===== src/hw/rtl/bdst_pkg.sv =====
`timescale 1ns / 1ps
// Shared types and constants for the boost duty step tuner.
// No dependencies; imported by every module of the block.
package bdst_pkg;

  localparam int DUTY_TOP_DEF = 47;
  localparam int CFG_AW       = 3;
  localparam int CFG_DW       = 16;

  // input operation codes (travel on s_tuser)
  typedef enum logic [1:0] {
    OP_DISABLE = 2'd0,
    OP_START   = 2'd1,
    OP_SAMPLE  = 2'd2,
    OP_UNUSED  = 2'd3
  } op_t;

  // configuration register indexes
  typedef enum logic [CFG_AW-1:0] {
    CFG_TARGET  = 3'd0,
    CFG_MIN     = 3'd1,
    CFG_MAX     = 3'd2,
    CFG_VREF    = 3'd3,
    CFG_DIVIDER = 3'd4
  } cfg_idx_t;

  // tuning phases
  typedef enum logic [2:0] {
    PH_IDLE      = 3'd0,
    PH_RAMP_UP   = 3'd1,
    PH_RAMP_DOWN = 3'd2,
    PH_STEP_DOWN = 3'd3,
    PH_STEP_UP   = 3'd4
  } phase_t;

  typedef struct packed {
    logic [15:0] goal_mv;
    logic [5:0]  duty_floor;
    logic [5:0]  duty_ceil;
    logic [12:0] supply_ref_mv;
    logic [13:0] divider_ratio;
  } cfg_t;

  // controller -> datapath commands
  typedef struct packed {
    logic load;  // capture item, apply disable/start
    logic mul1;  // adc * vref
    logic div1;  // reciprocal estimate of /1023
    logic fix1;  // remainder correction
    logic mul2;  // sensed * divider
    logic div2;  // reciprocal estimate of /1000
    logic fix2;  // remainder correction
    logic tune;  // one phase evaluation
    logic emit;  // load output register
  } cmd_t;

  // datapath -> controller status
  typedef struct packed {
    logic tune_done;
  } stat_t;

  // scaling constants: q ~= (x * RECIP) >> SHIFT, then one correction
  localparam int DIV1       = 1023;
  localparam int SHIFT1     = 23;
  localparam int RECIP1     = (1 << SHIFT1) / DIV1;
  localparam int DIV2       = 1000;
  localparam int SHIFT2     = 27;
  localparam int RECIP2     = (1 << SHIFT2) / DIV2;

endpackage


===== src/hw/rtl/bdst_ctrl.sv =====
`timescale 1ns / 1ps
// Sequencer for the boost duty step tuner: input/output handshakes and
// datapath command issue. Depends on bdst_pkg.
module bdst_ctrl (
  input  logic              clk,
  input  logic              rst,
  input  logic              s_tvalid,
  output logic              s_tready,
  input  bdst_pkg::op_t     op,
  output logic              m_tvalid,
  input  logic              m_tready,
  output bdst_pkg::cmd_t    cmd,
  input  bdst_pkg::stat_t   stat
);
  import bdst_pkg::*;

  typedef enum logic [8:0] {
    ST_IDLE = 9'b000000001,
    ST_MUL1 = 9'b000000010,
    ST_DIV1 = 9'b000000100,
    ST_FIX1 = 9'b000001000,
    ST_MUL2 = 9'b000010000,
    ST_DIV2 = 9'b000100000,
    ST_FIX2 = 9'b001000000,
    ST_TUNE = 9'b010000000,
    ST_OUT  = 9'b100000000
  } state_t;

  state_t state, state_next;
  logic   out_valid, out_valid_next;

  assign s_tready = (state == ST_IDLE);
  assign m_tvalid = out_valid;

  always_comb begin
    state_next = state;
    cmd        = '0;
    unique case (state)
      ST_IDLE: begin
        if (s_tvalid) begin
          cmd.load   = 1'b1;
          state_next = (op == OP_SAMPLE) ? ST_MUL1 : ST_OUT;
        end
      end
      ST_MUL1: begin cmd.mul1 = 1'b1; state_next = ST_DIV1; end
      ST_DIV1: begin cmd.div1 = 1'b1; state_next = ST_FIX1; end
      ST_FIX1: begin cmd.fix1 = 1'b1; state_next = ST_MUL2; end
      ST_MUL2: begin cmd.mul2 = 1'b1; state_next = ST_DIV2; end
      ST_DIV2: begin cmd.div2 = 1'b1; state_next = ST_FIX2; end
      ST_FIX2: begin cmd.fix2 = 1'b1; state_next = ST_TUNE; end
      ST_TUNE: begin
        cmd.tune = 1'b1;
        if (stat.tune_done) state_next = ST_OUT;
      end
      ST_OUT: begin
        if (!out_valid || m_tready) begin
          cmd.emit   = 1'b1;
          state_next = ST_IDLE;
        end
      end
      default: state_next = ST_IDLE;
    endcase
  end

  always_comb begin
    if (cmd.emit) out_valid_next = 1'b1;
    else if (m_tready) out_valid_next = 1'b0;
    else out_valid_next = out_valid;
  end

  always_ff @(posedge clk) begin
    if (rst) begin
      state     <= ST_IDLE;
      out_valid <= 1'b0;
    end else begin
      state     <= state_next;
      out_valid <= out_valid_next;
    end
  end

endmodule


===== src/hw/rtl/bdst_dpath.sv =====
`timescale 1ns / 1ps
// Datapath for the boost duty step tuner: millivolt scaling, duty/phase
// state and output register. Depends on bdst_pkg.
module bdst_dpath #(
  parameter int DUTY_TOP = bdst_pkg::DUTY_TOP_DEF
) (
  input  logic              clk,
  input  logic              rst,
  input  bdst_pkg::cmd_t    cmd,
  output bdst_pkg::stat_t   stat,
  input  bdst_pkg::cfg_t    cfg,
  input  bdst_pkg::op_t     op,
  input  logic [9:0]        adc_sample,
  output logic [5:0]        duty_out,
  output logic              done_out,
  output logic [15:0]       mv_out
);
  import bdst_pkg::*;

  localparam int DutyLim = (DUTY_TOP > 63) ? 63 : DUTY_TOP;

  logic [9:0]  adc;
  logic [26:0] prod;
  logic [17:0] est;
  logic [17:0] mv;
  logic [5:0]  duty, duty_next;
  phase_t      phase, phase_next;
  logic        step_done;

  logic [36:0] t1;
  logic [44:0] t2;
  logic [22:0] r1;
  logic [26:0] r2;
  logic [5:0]  lo, hi;
  logic        at_target;

  assign t1 = 37'(prod[22:0]) * 37'(RECIP1);
  assign t2 = 45'(prod) * 45'(RECIP2);
  assign r1 = prod[22:0] - 23'(est[12:0]) * 23'(DIV1);
  assign r2 = prod - 27'(est) * 27'(DIV2);

  assign lo = (cfg.duty_floor > 6'(DutyLim)) ? 6'(DutyLim) : cfg.duty_floor;
  assign hi = (cfg.duty_ceil > 6'(DutyLim)) ? 6'(DutyLim) : cfg.duty_ceil;
  assign at_target = (mv >= 18'(cfg.goal_mv));

  // one phase evaluation; step_done low means the phase fell through
  always_comb begin
    duty_next  = duty;
    phase_next = phase;
    step_done  = 1'b1;
    case (phase)
      PH_RAMP_UP: begin
        if (duty < lo) duty_next = duty + 6'd1;
        else begin
          phase_next = PH_RAMP_DOWN;
          step_done  = 1'b0;
        end
      end
      PH_RAMP_DOWN: begin
        if (duty > hi) duty_next = duty - 6'd1;
        else begin
          phase_next = PH_STEP_DOWN;
          step_done  = 1'b0;
        end
      end
      PH_STEP_DOWN: begin
        if (duty > lo) begin
          if (!at_target) phase_next = PH_STEP_UP;
          else duty_next = duty - 6'd1;
        end else begin
          phase_next = PH_STEP_UP;
          step_done  = 1'b0;
        end
      end
      PH_STEP_UP: begin
        if (duty < hi) begin
          if (at_target) begin
            if (duty > lo) duty_next = duty - 6'd1;
            phase_next = PH_IDLE;
          end else duty_next = duty + 6'd1;
        end else phase_next = PH_IDLE;
      end
      default: phase_next = PH_IDLE;
    endcase
  end

  assign stat.tune_done = step_done;

  // architectural state
  always_ff @(posedge clk) begin
    if (rst) begin
      duty  <= '0;
      phase <= PH_IDLE;
    end else if (cmd.load) begin
      if (op == OP_DISABLE) begin
        duty  <= '0;
        phase <= PH_IDLE;
      end else if (op == OP_START) phase <= PH_RAMP_UP;
    end else if (cmd.tune) begin
      duty  <= duty_next;
      phase <= phase_next;
    end
  end

  // scaling pipeline registers
  always_ff @(posedge clk) begin
    if (cmd.load) begin
      adc <= adc_sample;
      mv  <= '0;
    end
    if (cmd.mul1) prod <= 27'(23'(adc) * 23'(cfg.supply_ref_mv));
    if (cmd.div1) est  <= 18'(t1[36:SHIFT1]);
    if (cmd.fix1) mv   <= (r1 >= 23'(DIV1)) ? est + 18'd1 : est;
    if (cmd.mul2) prod <= 27'(mv[12:0]) * 27'(cfg.divider_ratio);
    if (cmd.div2) est  <= t2[44:SHIFT2];
    if (cmd.fix2) mv   <= (r2 >= 27'(DIV2)) ? est + 18'd1 : est;
  end

  // output register
  always_ff @(posedge clk) begin
    if (cmd.emit) begin
      duty_out <= duty;
      done_out <= (phase == PH_IDLE);
      mv_out   <= (mv[17:16] != 2'b00) ? 16'hFFFF : mv[15:0];
    end
  end

endmodule


===== src/hw/rtl/boost_duty_step_tuner_top.sv =====
`timescale 1ns / 1ps
// Top level of the boost duty step tuner: configuration registers and the
// controller/datapath pair. Depends on bdst_pkg, bdst_ctrl, bdst_dpath.

// Each input transfer carries an operation on s_tuser (disable, start or
// sample) and, for a sample, a 10-bit ADC reading on s_tdata; every transfer
// yields exactly one result transfer with the duty after the step, a done
// flag (high when idle) and the sample's voltage in mV, saturated to 16 bits
// (0 for non-sample operations). Disable and start go from accept straight
// to the output state. A sample first passes through scaling (two multiply,
// reciprocal-estimate and correction rounds for /1023 and /1000) and then
// through tuning phase evaluations in order, going on to the next phase
// whenever one is skipped. s_tready is high whenever the sequencer is idle,
// so the next item is taken while a result still waits in the output register.
// Configuration writes are taken at any cycle but belong in idle periods.
module boost_duty_step_tuner_top #(
  parameter int DUTY_TOP = bdst_pkg::DUTY_TOP_DEF
) (
  input  logic                       clk,
  input  logic                       rst,
  input  logic                       s_tvalid,
  output logic                       s_tready,
  input  logic [15:0]                s_tdata,   // [9:0] adc_sample
  input  logic [1:0]                 s_tuser,   // [1:0] operation
  output logic                       m_tvalid,
  input  logic                       m_tready,
  output logic [23:0]                m_tdata,   // [5:0] duty, [6] done_res,
                                                // [22:7] measured_mv
  input  logic                       cfg_we,
  input  logic [bdst_pkg::CFG_AW-1:0] cfg_addr,
  input  logic [bdst_pkg::CFG_DW-1:0] cfg_wdata
);
  import bdst_pkg::*;

  localparam int DutyLim = (DUTY_TOP > 63) ? 63 : DUTY_TOP;

  cfg_t        cfg;
  cmd_t        cmd;
  stat_t       stat;
  op_t         op;
  logic [5:0]  duty_out;
  logic        done_out;
  logic [15:0] mv_out;

  assign op = op_t'(s_tuser);

  // configuration registers
  always_ff @(posedge clk) begin
    if (rst) begin
      cfg.goal_mv       <= 16'd18000;
      cfg.duty_floor    <= 6'd0;
      cfg.duty_ceil     <= 6'd47;
      cfg.supply_ref_mv <= 13'd5000;
      cfg.divider_ratio <= 14'd6100;
    end else if (cfg_we) begin
      unique case (cfg_idx_t'(cfg_addr))
        CFG_TARGET:  cfg.goal_mv       <= cfg_wdata;
        CFG_MIN:     cfg.duty_floor    <= cfg_wdata[5:0];
        CFG_MAX:     cfg.duty_ceil     <= cfg_wdata[5:0];
        CFG_VREF:    cfg.supply_ref_mv <= cfg_wdata[12:0];
        CFG_DIVIDER: cfg.divider_ratio <= cfg_wdata[13:0];
        default: ;
      endcase
    end
  end

  bdst_ctrl u_ctrl (
    .clk      (clk),
    .rst      (rst),
    .s_tvalid (s_tvalid),
    .s_tready (s_tready),
    .op       (op),
    .m_tvalid (m_tvalid),
    .m_tready (m_tready),
    .cmd      (cmd),
    .stat     (stat)
  );

  bdst_dpath #(
    .DUTY_TOP (DUTY_TOP)
  ) u_dpath (
    .clk        (clk),
    .rst        (rst),
    .cmd        (cmd),
    .stat       (stat),
    .cfg        (cfg),
    .op         (op),
    .adc_sample (s_tdata[9:0]),
    .duty_out   (duty_out),
    .done_out   (done_out),
    .mv_out     (mv_out)
  );

  assign m_tdata = {1'b0, mv_out, done_out, duty_out};

`ifndef SYNTHESIS
  // duty never leaves the clamped range
  a_duty_range: assert property (@(posedge clk) disable iff (rst)
    m_tvalid |-> (m_tdata[5:0] <= 6'(DutyLim)))
    else $error("duty above limit");

  // one item at a time: the sequencer is busy right after a transfer in
  a_busy_after_accept: assert property (@(posedge clk) disable iff (rst)
    (s_tvalid && s_tready) |=> !s_tready)
    else $error("input taken while busy");

  // disable/start/unused pass through the output state to the output when it is free
  a_short_latency: assert property (@(posedge clk) disable iff (rst)
    (s_tvalid && s_tready && (s_tuser != OP_SAMPLE) && !m_tvalid) |-> ##2 m_tvalid)
    else $error("control result late");
`endif

endmodule

===== config.mk =====
export PLATFORM = sky130hd
export DESIGN_NAME = boost_duty_step_tuner_top
export DESIGN_NICKNAME = d
export VERILOG_FILES = /design/src/hw/rtl/bdst_pkg.sv /design/src/hw/rtl/bdst_ctrl.sv /design/src/hw/rtl/bdst_dpath.sv /design/src/hw/rtl/boost_duty_step_tuner_top.sv
export SDC_FILE = /design/constraint.sdc
export NUM_CORES = 2
export LEC_CHECK = 0
export ABC_CLOCK_PERIOD_IN_PS = 8100
export BUFFER_PORTS_ARGS = -buffer_cell sky130_fd_sc_hd__clkbuf_2
export CAP_MARGIN = 20
export CORE_ASPECT_RATIO = 0.75
export CORE_MARGIN = 5
export CORE_UTILIZATION = 65
export CTS_CLUSTER_SIZE = 16
export DETAILED_ROUTE_END_ITERATION = 8
export PLACE_DENSITY = 0.82
export SLEW_MARGIN = 20
export SYNTH_ARGS = -nofsm -noshare
export SYNTH_HDL_FRONTEND = slang
export SYNTH_HIERARCHICAL = 1
export SYNTH_SLANG_ARGS = --single-unit

===== constraint.sdc =====
create_clock -name clk -period 8.1 [get_ports clk]
set_input_delay 0 -clock clk [delete_from_list [all_inputs] [get_ports clk]]
set_output_delay 0 -clock clk [all_outputs]
set_load 0.05 [all_outputs]

==> out/results.ini <==
[finish]
n_fill_cell = 3588
final_cells = 4143
syn2layout_area_growth_pct = 7.23
multi_input_area_sq_um = 24800
nets = 4496
drive_gt1_frac = 0.0695
final_common_cell = inv_1
seqCellArea_sq_um = 4360
fin_util = 0.702
diodes = 0
mostFrequentLayoutCells = inv_1, ha_1, fa_1

[critical_path]
reg2reg_slack_ps = 240
slowest_stage = fa_1
reg2reg_to = u_dpath/mv[7]$_DFFE_PP_
regToRegStartpoint = u_dpath/est[4]$_DFFE_PP_
reg2reg_depth = 32
crit_path_max_fanout = 16
startpoint = u_dpath/est[4]$_DFFE_PP_
critPathRequiredTime_ps = 8420
startpoint_type = flop
worstSetupEndpoint = u_dpath/mv[7]$_DFFE_PP_
cpPeakStageDelay_ps = 550
worstSetupEndpointType = flop
crit_arrival_ps = 8180
critPathKind = reg -> reg

[global_route]
grt_pass1_wl_mm = 141
antenna_found_initial = 1
grt_pass1_vias = 25900
grt-ovfl-total = 0
track_usage = 0.334
grt_max_degree = 96

[logic_synthesis]
avgSynthCellArea_sq_um = 9.40
syn_nets = 4401
synth_area_sq_um = 31800
synth_edf_count = 96
synth.distinct_cells = 97
syn_inst = 3387
yosysWarnings = 6
synth-seq-cells = 170
yosysSeqAreaShare = 0.137
ys.flop_type = edfxtp_1
synth-async-reset-ratio = 0

[die]
initial_core_util = 0.655
die_y_um = 202
core_sq_um = 48600
die_w_um = 266
die_area_sq_um = 53600
num_io_pins = 68
rows = 70

[hold_path]
min_path_type = in -> reg

[clocking]
insertion_delay_ps = 460
cts.path.max_buffers = 2
clk_pin_slew_ps = 80
clockRootBuffer = clkbuf_16
cts_tree = done
htreeDepth = 4
clock-sinks = 170
cts_buffers = 17

[timing]
fmax_ghz = 0.127
setup-tns-final_ps = 0
setup_violations = 0
tightest_slew_ps = 969
fin_skew_ps = 15.6
hold_violations = 0
post-route-min-period_ps = 7860
slew_violations = 0
maxSlewHeadroom = 0.351
finalCritPeriodShare = 0.970

[route]
vias = 25200
drt-initial-drc-count = 2360
wl_mm = 89.1
avgViaCountPerCell = 6.08
wl_per_cell_um = 21.5
ant_nets = 0
drc = 0
first_pass_iters = 6

[outcome]
status = completed

[placed_design]
dp.cells = 4066
port_buffers = 60
place_hpwl_mm = 72.3
place.gp.congestion = 0.965

[job]
drv_cap = 0

[pwr]
p_total_mw = 6.00
p_leak_nw = 17.3
cellPowerDensity_nw_per_um2 = 176
peakVddDrop_mv = 0.319

## through the flow
stage	hold WS [ps]	setup WS, ps	area (sq um)
2_1_floorplan	69.4	602	31800
3_3_place_gp	177	-117	33100
3_5_place_dp	179	-180	33100
4_1_cts	7.34	77.0	34000
5_1_grt	62.9	-88.9	34100
6_report	47.4	240	34100
## worst max-delay path, delay by kind of cell (launching register included)
kind,cells,cell delay (ps)
XOR/XNOR,2,440
AO/OA/AOI/OAI,11,2180
buffers and inverters,7,790
adder cells (fa/ha/maj),6,2660
flip-flops,1,450
AND/OR/NAND/NOR,6,1170
## per-layer routing
metal | vias to the layer above | global-route usage | share of wire
met5 | - | 0 | 0
met4 | 0 | 0.0841 | 0.029
met3 | 197 | 0.115 | 0.13
met2 | 1303 | 0.483 | 0.41
met1 | 12400 | 0.484 | 0.43
li1 | 11300 | - | -
## how the worst min path moves through the flow
stage	startpoint	endpoint	depth (start not counted)
after CTS	m_tready	u_ctrl/state[8]$_SDFFE_PP0P_	4
after global routing	m_tready	u_ctrl/state[8]$_SDFFE_PP0P_	4
after global placement	s_tdata[4]	u_dpath/adc[4]$_DFFE_PP_	1
after floorplan	rst	u_ctrl/state[8]$_SDFFE_PP0P_	1
final	m_tready	u_ctrl/state[8]$_SDFFE_PP0P_	4
after detailed placement	s_tdata[4]	u_dpath/adc[4]$_DFFE_PP_	1
## flip-flops by register name (all words and copies together) (netlist names)
register	count
u_dpath/adc	10
u_dpath/prod	27
u_dpath/duty	6
u_ctrl/state	9
u_dpath/done_out	1
cfg	55
u_dpath/mv	18
u_dpath/phase	3
u_dpath/est	18
u_ctrl/m_tvalid	1
u_dpath/mv_out	16
u_dpath/duty_out	6
## area by class of cell
class	instances	share of cell area
Timing Repair Buffer	170	0.0359
Clock buffer	19	0.0127
Clock inverter	13	0.00392
Tap cell	648	0.0237
Sequential cell	170	0.128
Inverter	643	0.0707
Multi-Input combinational cell	2480	0.725
## cell usage after synthesis (6+ instances only)
| cell | count | area (sq um) |
|---|---|---|
| nand4b_1 | 7 | 61.3 |
| a21oi_1 | 106 | 531 |
| a21o_1 | 58 | 435 |
| o21ai_1 | 9 | 45.0 |
| o211ai_1 | 12 | 90.1 |
| buf_2 | 10 | 50.1 |
| a31oi_1 | 16 | 100 |
| dfxtp_1 | 74 | 1480 |
| fa_1 | 442 | 8850 |
| and3_1 | 13 | 81.3 |
| or4_1 | 9 | 67.6 |
| nand2b_1 | 70 | 438 |
| mux2i_1 | 70 | 701 |
| nand4_1 | 17 | 106 |
| nor4_1 | 7 | 43.8 |
| nor2_1 | 153 | 574 |
| a221oi_1 | 6 | 52.6 |
| o41ai_1 | 7 | 61.3 |
| or2_2 | 13 | 81.3 |
| o21ai_0 | 82 | 410 |
| or3_1 | 31 | 194 |
| nand2_1 | 299 | 1120 |
| a211oi_1 | 16 | 120 |
| inv_1 | 641 | 2410 |
| and2_1 | 131 | 820 |
| o21bai_1 | 13 | 97.6 |
| nor3b_1 | 9 | 67.6 |
| and4_1 | 7 | 61.3 |
| nand3b_1 | 10 | 75.1 |
| o21a_1 | 18 | 135 |
| clkbuf_1 | 75 | 282 |
| o31ai_1 | 15 | 113 |
| edfxtp_1 | 96 | 2880 |
| ha_1 | 530 | 6630 |
| o22ai_1 | 7 | 43.8 |
| xnor2_1 | 53 | 464 |
| a211o_1 | 9 | 78.8 |
| nand3_1 | 36 | 180 |
| nor3_1 | 38 | 190 |
| xor2_1 | 49 | 429 |
| nor2b_1 | 18 | 113 |
| mux2_2 | 6 | 67.6 |
## power by group
group          internal, mW  leakage (nW)  switching (mW)
logic                  1.63          15.5            2.45
registers             0.988          1.50          0.0897
clock network         0.432         0.275           0.412
## kinds of logic after synthesis
logic type / Yosys count / share of synthesized area
compound gates: 445 / 0.0955
fa+ha+maj: 972 / 0.486
mux: 76 / 0.0241
simple gates: 884 / 0.140
xor+xnor: 102 / 0.0281
other cells: 1 / 0.000118
flops: 170 / 0.137
buf+inv: 737 / 0.0886
## repair_timing
item,4_1_cts,5_1_grt
setup endpoints to repair,18,18
hold buffers,30,0
resized for setup,3,20
pin swaps,0,19
endpoints found under the hold margin,55,0
setup buffers,2,13
Note: power is estimated with default switching activity, not from simulation.
